`config.mk`:
```
export PLATFORM = sky130hd
export DESIGN_NAME = telnet_command_filter_unit_flat
export DESIGN_NICKNAME = d
export VERILOG_FILES = /design/src/rtl/tcf_pkg.sv /design/src/rtl/tcf_if.sv /design/src/rtl/tcf_parser.sv /design/src/rtl/telnet_command_filter_unit.sv /design/src/flat_wrapper.sv
export SDC_FILE = /design/constraint.sdc
export NUM_CORES = 1
export LEC_CHECK = 0
export ABC_AREA = 1
export BUFFER_PORTS_ARGS = -buffer_cell sky130_fd_sc_hd__buf_2
export CELL_PAD_IN_SITES_DETAIL_PLACEMENT = 1
export CELL_PAD_IN_SITES_GLOBAL_PLACEMENT = 2
export CORE_UTILIZATION = 35
export CTS_CLUSTER_SIZE = 10
export DETAILED_ROUTE_END_ITERATION = 7
export GPL_ROUTABILITY_DRIVEN = 0
export PLACE_DENSITY = 0.79
export SLEW_MARGIN = 10
export SYNTH_ARGS = -nofsm -noshare
export SYNTH_HDL_FRONTEND = slang
export SYNTH_HIERARCHICAL = 1
export SYNTH_SLANG_ARGS = --single-unit
```
`constraint.sdc`:
```
create_clock -name clock -period 4.4 [get_ports clock]
set_input_delay 0.66 -clock clock [delete_from_list [all_inputs] [get_ports clock]]
set_output_delay 0.66 -clock clock [all_outputs]
set_load 0.05 [all_outputs]
```
`src/rtl/tcf_pkg.sv`:
```
// Shared types and byte codes for the telnet command filter.
// Used by the parser and the top level.
`default_nettype none

package tcf_pkg;

   localparam logic [7:0] BYTE_IAC  = 8'hFF;
   localparam logic [7:0] BYTE_SB   = 8'hFA;
   localparam logic [7:0] BYTE_SE   = 8'hF0;
   localparam logic [7:0] BYTE_WILL = 8'hFB;
   localparam logic [7:0] BYTE_DO   = 8'hFD;
   localparam logic [7:0] BYTE_DONT = 8'hFE;
   localparam logic [7:0] OPT_NAWS  = 8'h1F;
   localparam logic [7:0] OPT_SGA   = 8'h03;
   localparam logic [7:0] CTRL_C    = 8'h03;
   localparam logic [7:0] CTRL_D    = 8'h04;

   localparam int unsigned SUB_COUNT_W   = 3;
   localparam logic [SUB_COUNT_W-1:0] SUB_BYTES_NAWS = 3'd4;
   localparam logic [SUB_COUNT_W-1:0] SUB_COUNT_MAX  = 3'd5;

   typedef enum logic [2:0] {
      MODE_DATA   = 3'd0,
      MODE_IAC    = 3'd1,
      MODE_OPT    = 3'd2,
      MODE_SBCODE = 3'd3,
      MODE_SBDATA = 3'd4,
      MODE_SBIAC  = 3'd5
   } mode_type;

   typedef struct packed {
      logic [7:0] in_byte;
      logic       end_of_message;
   } req_type;

   typedef struct packed {
      logic [7:0]  out_byte;
      logic        out_valid;
      logic        clear_line;
      logic        close_request;
      logic        window_update;
      logic [15:0] window_width;
      logic [15:0] window_height;
      logic        suppress_goahead;
   } rsp_type;

endpackage

`default_nettype wire

```
`src/rtl/tcf_if.sv`:
```
// Valid/ready channel interfaces for the telnet command filter.
// Request carries one stream byte per item, response one filtered result.
`default_nettype none

interface tcf_req_if;
   logic       valid;
   logic       ready;
   logic [7:0] in_byte;
   logic       end_of_message;

   modport source (output valid, output in_byte, output end_of_message, input ready);
   modport sink   (input valid, input in_byte, input end_of_message, output ready);
endinterface

interface tcf_rsp_if;
   logic        valid;
   logic        ready;
   logic [7:0]  out_byte;
   logic        out_valid;
   logic        clear_line;
   logic        close_request;
   logic        window_update;
   logic [15:0] window_width;
   logic [15:0] window_height;
   logic        suppress_goahead;

   modport source (output valid, output out_byte, output out_valid, output clear_line,
                   output close_request, output window_update, output window_width,
                   output window_height, output suppress_goahead, input ready);
   modport sink   (input valid, input out_byte, input out_valid, input clear_line,
                   input close_request, input window_update, input window_width,
                   input window_height, input suppress_goahead, output ready);
endinterface

`default_nettype wire

```
`src/rtl/tcf_parser.sv`:
```
// Telnet IAC parser state and per-byte next-state logic.
// Depends on tcf_pkg for byte codes, mode enum and item structs.
`default_nettype none

module tcf_parser import tcf_pkg::*; (
   input  wire logic    clock,
   input  wire logic    reset,
   input  wire logic    step_en,
   input  wire req_type req,
   output rsp_type      res
);

   mode_type                 mode_ff,    mode_in;
   logic [7:0]               pending_ff, pending_in;
   logic [7:0]               code_ff,    code_in;
   logic [SUB_COUNT_W-1:0]   count_ff,   count_in;
   logic [31:0]              capture_ff, capture_in;
   logic                     skip_ff,    skip_in;
   logic                     sga_ff,     sga_in;
   logic [15:0]              width_ff,   width_in;
   logic [15:0]              height_ff,  height_in;

   logic [7:0] b;
   logic       sub_capture;
   logic       plain_data;

   assign b = req.in_byte;

   always_ff @(posedge clock) begin
      if (reset) begin
         mode_ff    <= MODE_DATA;
         pending_ff <= '0;
         code_ff    <= '0;
         count_ff   <= '0;
         capture_ff <= '0;
         skip_ff    <= 1'b0;
         sga_ff     <= 1'b0;
         width_ff   <= '0;
         height_ff  <= '0;
      end else if (step_en) begin
         mode_ff    <= mode_in;
         pending_ff <= pending_in;
         code_ff    <= code_in;
         count_ff   <= count_in;
         capture_ff <= capture_in;
         skip_ff    <= skip_in;
         sga_ff     <= sga_in;
         width_ff   <= width_in;
         height_ff  <= height_in;
      end
   end

   always_comb begin
      mode_in     = mode_ff;
      pending_in  = pending_ff;
      code_in     = code_ff;
      count_in    = count_ff;
      capture_in  = capture_ff;
      skip_in     = skip_ff;
      sga_in      = sga_ff;
      width_in    = width_ff;
      height_in   = height_ff;
      sub_capture = 1'b0;
      plain_data  = 1'b0;
      res         = '0;

      if (!skip_ff) begin
         unique case (mode_ff)
            MODE_IAC: begin
               if (b == BYTE_IAC) begin
                  res.out_byte  = BYTE_IAC;
                  res.out_valid = 1'b1;
                  mode_in       = MODE_DATA;
               end else if (b >= BYTE_WILL && b <= BYTE_DONT) begin
                  pending_in = b;
                  mode_in    = MODE_OPT;
               end else if (b == BYTE_SB) begin
                  mode_in = MODE_SBCODE;
               end else begin
                  plain_data = 1'b1;
               end
            end
            MODE_OPT: begin
               if (pending_ff == BYTE_DO && b == OPT_SGA) begin
                  sga_in = 1'b1;
               end
               mode_in = MODE_DATA;
            end
            MODE_SBCODE: begin
               code_in    = b;
               count_in   = '0;
               capture_in = '0;
               mode_in    = (b == BYTE_IAC) ? MODE_SBIAC : MODE_SBDATA;
            end
            MODE_SBDATA: begin
               if (b == BYTE_IAC) begin
                  mode_in = MODE_SBIAC;
               end else begin
                  sub_capture = 1'b1;
               end
            end
            MODE_SBIAC: begin
               if (b == BYTE_IAC) begin
                  sub_capture = 1'b1;
                  mode_in     = MODE_SBDATA;
               end else begin
                  if (b == BYTE_SE && code_ff == OPT_NAWS && count_ff == SUB_BYTES_NAWS) begin
                     width_in          = capture_ff[31:16];
                     height_in         = capture_ff[15:0];
                     res.window_update = 1'b1;
                  end
                  mode_in = MODE_DATA;
               end
            end
            default: begin
               if (b == BYTE_IAC) begin
                  mode_in = MODE_IAC;
               end else begin
                  plain_data = 1'b1;
               end
            end
         endcase
      end

      if (sub_capture) begin
         if (count_ff < SUB_BYTES_NAWS) begin
            capture_in = {capture_ff[23:0], b};
         end
         if (count_ff < SUB_COUNT_MAX) begin
            count_in = count_ff + 1'b1;
         end
      end

      if (plain_data) begin
         mode_in = MODE_DATA;
         priority if (b == CTRL_C) begin
            res.clear_line = 1'b1;
            skip_in        = 1'b1;
         end else if (b == CTRL_D) begin
            res.close_request = 1'b1;
            skip_in           = 1'b1;
         end else begin
            res.out_byte  = b;
            res.out_valid = 1'b1;
         end
      end

      if (req.end_of_message) begin
         mode_in = MODE_DATA;
         skip_in = 1'b0;
      end

      res.window_width     = width_in;
      res.window_height    = height_in;
      res.suppress_goahead = sga_in;
   end

   a_skip_silent: assert property (@(posedge clock) disable iff (reset)
      skip_ff |-> !res.out_valid && !res.clear_line && !res.close_request
                  && !res.window_update)
      else $error("tcf_parser: output while dropping rest of message");

   a_count_bound: assert property (@(posedge clock) disable iff (reset)
      count_ff <= SUB_COUNT_MAX)
      else $error("tcf_parser: sub-option count out of range");

   a_update_load: assert property (@(posedge clock) disable iff (reset)
      step_en && res.window_update |=> width_ff == $past(capture_ff[31:16])
                                       && height_ff == $past(capture_ff[15:0]))
      else $error("tcf_parser: window size not loaded from capture");

   a_eom_resets: assert property (@(posedge clock) disable iff (reset)
      step_en && req.end_of_message |=> mode_ff == MODE_DATA && !skip_ff)
      else $error("tcf_parser: message end did not return to data mode");

endmodule

`default_nettype wire

```
`src/rtl/telnet_command_filter_unit.sv`:
```
// An accepted item passes the input register, then the result register, which offers its result.
// One item per cycle absent stalls; the input register advances whenever the result slot frees.
// Each item yields exactly one result; parser state updates as the item leaves the input stage.
// Reset (synchronous, active high) empties both stages and returns the parser to data mode
// with window size, go-ahead flag and sub-option capture cleared.
`default_nettype none

module telnet_command_filter_unit import tcf_pkg::*; (
   input wire logic   clock,
   input wire logic   reset,
   tcf_req_if.sink    req_chan,
   tcf_rsp_if.source  rsp_chan
);

   logic    in_vld_ff;
   req_type in_ff;
   logic    rsp_vld_ff;
   rsp_type rsp_ff;
   rsp_type parse_res;
   logic    advance;
   logic    take;

   assign advance        = in_vld_ff && (!rsp_vld_ff || rsp_chan.ready);
   assign req_chan.ready = !in_vld_ff || advance;
   assign take           = req_chan.valid && req_chan.ready;

   always_ff @(posedge clock) begin
      if (reset) begin
         in_vld_ff <= 1'b0;
      end else if (req_chan.ready) begin
         in_vld_ff <= req_chan.valid;
      end
   end

   always_ff @(posedge clock) begin
      if (take) begin
         in_ff.in_byte        <= req_chan.in_byte;
         in_ff.end_of_message <= req_chan.end_of_message;
      end
   end

   tcf_parser u_parser (
      .clock   (clock),
      .reset   (reset),
      .step_en (advance),
      .req     (in_ff),
      .res     (parse_res)
   );

   always_ff @(posedge clock) begin
      if (reset) begin
         rsp_vld_ff <= 1'b0;
      end else if (advance) begin
         rsp_vld_ff <= 1'b1;
      end else if (rsp_chan.ready) begin
         rsp_vld_ff <= 1'b0;
      end
   end

   always_ff @(posedge clock) begin
      if (advance) begin
         rsp_ff <= parse_res;
      end
   end

   assign rsp_chan.valid            = rsp_vld_ff;
   assign rsp_chan.out_byte         = rsp_ff.out_byte;
   assign rsp_chan.out_valid        = rsp_ff.out_valid;
   assign rsp_chan.clear_line       = rsp_ff.clear_line;
   assign rsp_chan.close_request    = rsp_ff.close_request;
   assign rsp_chan.window_update    = rsp_ff.window_update;
   assign rsp_chan.window_width     = rsp_ff.window_width;
   assign rsp_chan.window_height    = rsp_ff.window_height;
   assign rsp_chan.suppress_goahead = rsp_ff.suppress_goahead;

   a_hold_input: assert property (@(posedge clock) disable iff (reset)
      in_vld_ff && !advance |=> in_vld_ff && $stable(in_ff))
      else $error("telnet_command_filter_unit: stalled item lost");

   a_no_overwrite: assert property (@(posedge clock) disable iff (reset)
      rsp_vld_ff && !rsp_chan.ready |-> !advance)
      else $error("telnet_command_filter_unit: result overwritten while stalled");

   a_result_follows: assert property (@(posedge clock) disable iff (reset)
      advance |=> rsp_vld_ff)
      else $error("telnet_command_filter_unit: advanced item produced no result");

endmodule

`default_nettype wire
```
`src/flat_wrapper.sv`:
```
// flat-port wrapper written by rule: the top's interface ports become plain ports
module telnet_command_filter_unit_flat import tcf_pkg::*;
  (clock, reset, req_chan_valid, req_chan_in_byte, req_chan_end_of_message, req_chan_ready, rsp_chan_valid, rsp_chan_out_byte, rsp_chan_out_valid, rsp_chan_clear_line, rsp_chan_close_request, rsp_chan_window_update, rsp_chan_window_width, rsp_chan_window_height, rsp_chan_suppress_goahead, rsp_chan_ready);
  tcf_req_if req_chan_i ();
  tcf_rsp_if rsp_chan_i ();
  input wire logic clock;
  input wire logic reset;
  input wire logic [$bits(req_chan_i.valid)-1:0] req_chan_valid;
  input wire logic [$bits(req_chan_i.in_byte)-1:0] req_chan_in_byte;
  input wire logic [$bits(req_chan_i.end_of_message)-1:0] req_chan_end_of_message;
  output wire logic [$bits(req_chan_i.ready)-1:0] req_chan_ready;
  output wire logic [$bits(rsp_chan_i.valid)-1:0] rsp_chan_valid;
  output wire logic [$bits(rsp_chan_i.out_byte)-1:0] rsp_chan_out_byte;
  output wire logic [$bits(rsp_chan_i.out_valid)-1:0] rsp_chan_out_valid;
  output wire logic [$bits(rsp_chan_i.clear_line)-1:0] rsp_chan_clear_line;
  output wire logic [$bits(rsp_chan_i.close_request)-1:0] rsp_chan_close_request;
  output wire logic [$bits(rsp_chan_i.window_update)-1:0] rsp_chan_window_update;
  output wire logic [$bits(rsp_chan_i.window_width)-1:0] rsp_chan_window_width;
  output wire logic [$bits(rsp_chan_i.window_height)-1:0] rsp_chan_window_height;
  output wire logic [$bits(rsp_chan_i.suppress_goahead)-1:0] rsp_chan_suppress_goahead;
  input wire logic [$bits(rsp_chan_i.ready)-1:0] rsp_chan_ready;
  assign req_chan_i.valid = req_chan_valid;
  assign req_chan_i.in_byte = req_chan_in_byte;
  assign req_chan_i.end_of_message = req_chan_end_of_message;
  assign req_chan_ready = req_chan_i.ready;
  assign rsp_chan_valid = rsp_chan_i.valid;
  assign rsp_chan_out_byte = rsp_chan_i.out_byte;
  assign rsp_chan_out_valid = rsp_chan_i.out_valid;
  assign rsp_chan_clear_line = rsp_chan_i.clear_line;
  assign rsp_chan_close_request = rsp_chan_i.close_request;
  assign rsp_chan_window_update = rsp_chan_i.window_update;
  assign rsp_chan_window_width = rsp_chan_i.window_width;
  assign rsp_chan_window_height = rsp_chan_i.window_height;
  assign rsp_chan_suppress_goahead = rsp_chan_i.suppress_goahead;
  assign rsp_chan_i.ready = rsp_chan_ready;
  telnet_command_filter_unit u_core (.clock(clock), .reset(reset), .req_chan(req_chan_i), .rsp_chan(rsp_chan_i));
endmodule
```
Word-level counts from Yosys, hierarchy flattened:

Index checks and enable logic that the tools add are counted.

* memory bits (read-only): 0
* flip-flop bits (word level): 144
* input bits: 13
* bits in latches: 0
* memories kept: 0
* RAM bits: 0
* word-level logic and storage cells: 122

* reduce and logical (&&, ||, !) cells: 21
* $add $sub $neg: 1
* muxes and demuxes: 55
* divide/modulo/power cells: 0
* magnitude comparators: 4
* $mul: 0
* bitwise operators: 4
* equal/unequal tests: 16
* shifts and indexed selects: 0

Operators with widths (number)
* $mux 16: 8
* $mux 32: 4
* $mux 9: 5
* $mux 3: 13
* $eq 8x8->1 const B: 4
* $mux 1: 21
* $pmux 3 s5: 1
* $mux 11: 1
* $reduce_and 5->1: 2
* $eq 3x3->1 const B: 3
* $eq 8x2->1 const B: 1
* $eq 8x3->1 const B: 1
* $eq 8x5->1 const B: 1
* $ge 8x8->1 const B: 1
* $le 8x8->1 const B: 1
* $reduce_bool 7->1: 1
* $eq 3x2->1 const B: 2
* $logic_and 1x1->1: 6
* $lt 3x3->1 const B: 2
* $ne 6x5->1 const B: 1
* $reduce_and 3->1: 2
* $ne 4x3->1 const B: 1
* $not 1->1: 4
* $pmux 1 s2: 2
* other kinds (10): 13

Longest topological paths before layout:

* depth in word-level cells: 8
* depth in mapped cells: 12
* depth with buffers taken out: 11

Cells and area by module:

The synthesis kept the hierarchy.

By module, submodules not included
* tcf_parser: area each 5531.6 µm², instances 1, cells each 869, sequential area each 1761.7 µm²
* telnet_command_filter_unit: area each 1712.9 µm², instances 1, cells each 66, sequential area each 1661.6 µm²

Least setup slack after synthesis:

No wires, ideal clock.

* path kind: input to register
* start: input rsp_chan_ready
* end: register u_core.u_parser.capture_ff[10]
* data required time: 4.268 ns
* slack: 0.267 ns
* cell stages on the path: 7
* data arrival time: 4.001 ns
* buffers on the path: 2
* library setup time: 0.132 ns
* cells stage by stage: inv_1 a21oi_1 inv_1 clkbuf_1 clkbuf_1 nand2_1 a21oi_1

* longest elaborated chain between the ends: 2

RTL lines
* start, declared: line flat_wrapper.sv:21 `input wire logic [$bits(rsp_chan_i.ready)-1:0] rsp_chan_ready;`
* $logic_or 1x1->1: line telnet_command_filter_unit.sv:23 `assign advance = in_vld_ff && (!rsp_vld_ff || rsp_chan.ready);`
* $logic_and 1x1->1: line telnet_command_filter_unit.sv:23
* named net u_core.advance: line telnet_command_filter_unit.sv:20 `logic advance;`
* end signal, assigned: line tcf_parser.sv:45 `capture_ff <= capture_in;`
* end, declared: line tcf_parser.sv:17 `logic [31:0] capture_ff, capture_in;`

The timed path passes the listed nets, and every way through them passes these cells.
A chain may end at the register's enable or synchronous reset.

Final worst setup path:

* start: register u_core.u_parser.count_ff[0]
* end: register u_core.u_parser.height_ff[14]

* longest elaborated chain between the ends: 6

RTL lines
* start, declared: line tcf_parser.sv:16 `logic [SUB_COUNT_W-1:0] count_ff, count_in;`
* start signal, assigned: line tcf_parser.sv:44 `count_ff <= count_in;`
* $eq 3x3->1: line tcf_parser.sv:107 `if (b == BYTE_SE && code_ff == OPT_NAWS && count_ff == SUB_BYTES_NAWS) begin`
* $logic_and 1x1->1: line tcf_parser.sv:107
* $mux 16: line tcf_parser.sv:107
* $mux 16: line tcf_parser.sv:103 `if (b == BYTE_IAC) begin`
* $mux 16: line tcf_parser.sv:68 `unique case (mode_ff)`
* $mux 16: line tcf_parser.sv:67 `if (!skip_ff) begin`
* end signal, assigned: line tcf_parser.sv:49 `height_ff <= height_in;`
* end, declared: line tcf_parser.sv:21 `logic [15:0] height_ff, height_in;`

No other way between the ends.

==> flow_metrics.py <==
metrics = {
    "routing": {
        "drcViolationCount": 0,
        "drt-met1-wl_mm": 9.30,
        "routed-via-count": 6102,
        "wire_per_inst_um": 14.7,
        "dr.pass1.iters": 4,
        "top_layer": "met4",
        "ant_nets": 0,
        "wl_met3_um": 495,
        "drt-total-wl_mm": 18.4,
        "drt-initial-drc-count": 306,
        "via_per_inst": 4.89,
        "wl_met2_mm": 8.48,
    },
    "synthesis": {
        "netlist_area_um2": 7240,
        "synthTopCellsByArea": "dfxtp_1 25%, edfxtp_1 22%, nand2_1 14%",
        "async_flop_share": 0,
        "synth.ff_latch_count": 144,
        "synth_top_area_share": 0.249,
        "synth_seq_area_share": 0.473,
        "yosysWarnings": 6,
        "post-synth-top-count-cell": "nand2_1",
        "syn-mean-instance-area_um2": 7.75,
        "synth_top_flop_cell": "dfxtp_1",
        "syn_nets": 950,
        "synth_cell_types": 32,
        "synth_cells": 935,
        "synth_common_cells": "279 x nand2_1, 120 x nand3_1, 90 x dfxtp_1",
        "yosysTopAreaCell": "dfxtp_1",
        "synth_edf_count": 54,
    },
    "critical_path": {
        "crit_fanout": 33,
        "critPathCaptureType": "flip-flop",
        "r2r_slack_ns": 2.00,
        "required_ns": 4.73,
        "critPathArrivalTime_ns": 2.73,
        "crit_path_start_kind": "flip-flop",
        "crit_slowest_cell": "nand2_4",
        "critPathMaxStageDelay_ns": 0.42,
        "path_cells": "inv_1 -> ha_1 -> nand2_2 -> nor3_2 -> nand4_1 -> nor3_4 -> buf_4 -> nand2_4 -> nand2_2 -> nand3_1 -> nand2_1 -> inv_1",
        "critPathKind": "reg2reg",
    },
    "min_path": {
        "hp-class": "in2reg",
    },
    "die": {
        "coreArea_um2": 20200,
        "start_util": 0.358,
        "die_h_um": 146,
        "rows": 52,
        "die_w_um": 146,
        "die_area_um2": 21300,
        "io_pins": 60,
    },
    "cts": {
        "hold_buffers": 0,
        "cts-root-buf": "clkbuf_16",
        "path_clk_slew_ns": 0.06,
        "h-tree-depth": 4,
        "post-cts-setup-buffers": 0,
        "clock_latency_ns": 0.43,
        "cts_resized": 0,
        "cts_buffers": 17,
        "cts_tree": "done",
        "cts_max_path_buffers": 2,
        "clkSinkCount": 144,
    },
    "timing": {
        "hold_violations": 0,
        "holdWs_ns": 0.416,
        "max_slew_margin": 0.409,
        "setup_violations": 0,
        "fin_crit_ns": 2.40,
        "max_freq_ghz": 0.416,
        "drv_slew": 0,
        "worst_slew_pin_slew_ns": 0.886,
        "finalClockSkew_ns": 0.0202,
        "grt_setup_unrepaired": "no",
        "setup_tns_ns": 0,
        "finalCritPeriodShare": 0.546,
    },
    "pwr": {
        "p_per_area_nw_per_um2": 390,
        "p_leak_nw": 3.53,
        "pwr-share-clk": 0.430,
        "seq_power_share": 0.465,
        "p_int_w": 0.00230,
        "switching_power_w": 0.000872,
        "swShare": 0.275,
        "p_total_w": 0.00317,
        "irDropWorstVdd_mv": 0.247,
        "combPwrFrac": 0.105,
    },
    "global_routing": {
        "grt_pass1_vias": 5922,
        "grt_max_degree": 148,
        "grt_pass1_wl_mm": 30.7,
        "overflow": 0,
        "antenna_found_initial": 0,
        "grt.total_usage": 0.181,
    },
    "placed_design": {
        "io_buffers": 59,
        "post-dp-hpwl_mm": 11.2,
    },
    "status": {
        "outcome": "finished clean",
    },
    "job": {
        "max_cap_violations": 0,
    },
    "layout": {
        "nNetsFinal": 981,
        "area_growth_pct": 12.3,
        "drive_above_1_share": 0.180,
        "antenna_cells_inserted": 0,
    },
}
==> power groups by stage <==
stage                     Combinational (W)  Sequential, W  Clock (W)
after floorplan                    0.000190        0.00158          0
after global placement             0.000332        0.00151          0
after detailed placement           0.000337        0.00151          0
after CTS                          0.000337        0.00148    0.00141
after global routing               0.000370        0.00148    0.00146
final                              0.000332        0.00148    0.00137
==> state kept, by name (all words and copies together) (netlist names), 3 cells and up <==
name                           count
u_core/in_ff                       9
u_core/rsp_chan.out_byte           8
u_core/rsp_chan.window_height     16
u_core/rsp_chan.window_width      16
u_core/u_parser/capture_ff        32
u_core/u_parser/code_ff            8
u_core/u_parser/count_ff           3
u_core/u_parser/height_ff         16
u_core/u_parser/mode_ff            3
u_core/u_parser/pending_ff         8
u_core/u_parser/width_ff          16
==> critical path, delay by kind of cell (launching register included) <==
kind                     cells  cell delay [ns]
flip-flops                   1             0.35
AND/OR/NAND/NOR              8             1.27
adder cells (fa/ha/maj)      1             0.19
buffers and inverters        3             0.49
==> kinds of logic after synthesis <==
family / synth area share
compound gates: 0.0667
xor+xnor: 0.00121
fa+ha+maj: 0.00345
buf+inv: 0.0893
flops: 0.473
simple gates: 0.367
==> through the flow <==
step                setup slack (ns)  area [um2]  utilization  instances
floorplan                      0.267        7240            -        935
global placement                1.94        7590        0.375       1217
detailed placement              1.88        7590        0.375       1217
CTS                             1.95        8140        0.402       1249
global route                    1.76        8140        0.402       1249
finish                          2.00        8140        0.402       1249
==> routing by layer <==
layer	vias up	track usage
met4	0	0.0479
met2	70	0.294
li1	3097	-
met5	-	0
met1	2924	0.243
met3	11	0.0395
==> worst paths after layout <==
| check | from | to | cells after the start |
|---|---|---|---|
| worst min-delay path | req_chan_in_byte[7] | u_core/in_ff[8]$_DFFE_PP_ | 1 |
| worst max-delay path | u_core/u_parser/count_ff[0]$_SDFFE_PP0P_ | u_core/u_parser/height_ff[14]$_SDFFE_PP0P_ | 12 |
| worst max register to register | u_core/u_parser/count_ff[0]$_SDFFE_PP0P_ | u_core/u_parser/height_ff[14]$_SDFFE_PP0P_ | 12 |
| worst min register to register | u_core/u_parser/pending_ff[3]$_SDFFE_PP0P_ | u_core/u_parser/pending_ff[3]$_SDFFE_PP0P_ | 2 |
==> layout make-up <==
| type | count | area [um2] |
|---|---|---|
| fill | 2511 | 12100 |
| clock buffer | 19 | 433 |
| timing repair buffer | 68 | 375 |
| clock inverter | 13 | 113 |
| multi-input combinational | 664 | 3190 |
| tap | 270 | 338 |
| inverter | 71 | 272 |
| sequential | 144 | 3420 |
==> cell usage in the layout, fill, tap and decap left out, drive strengths merged <==
cell and count:
nand2 312, nand3 152, dfxtp 90, nor2 88, inv 72, buf 68
a21oi 59, edfxtp 54, o21ai 36, clkbuf 19, nor3 8, clkinvlp 6
nand4 5, clkinv 5, ha 2, bufinv 1, nor4 1, xnor2 1
Power figures use the tool's default switching activity.
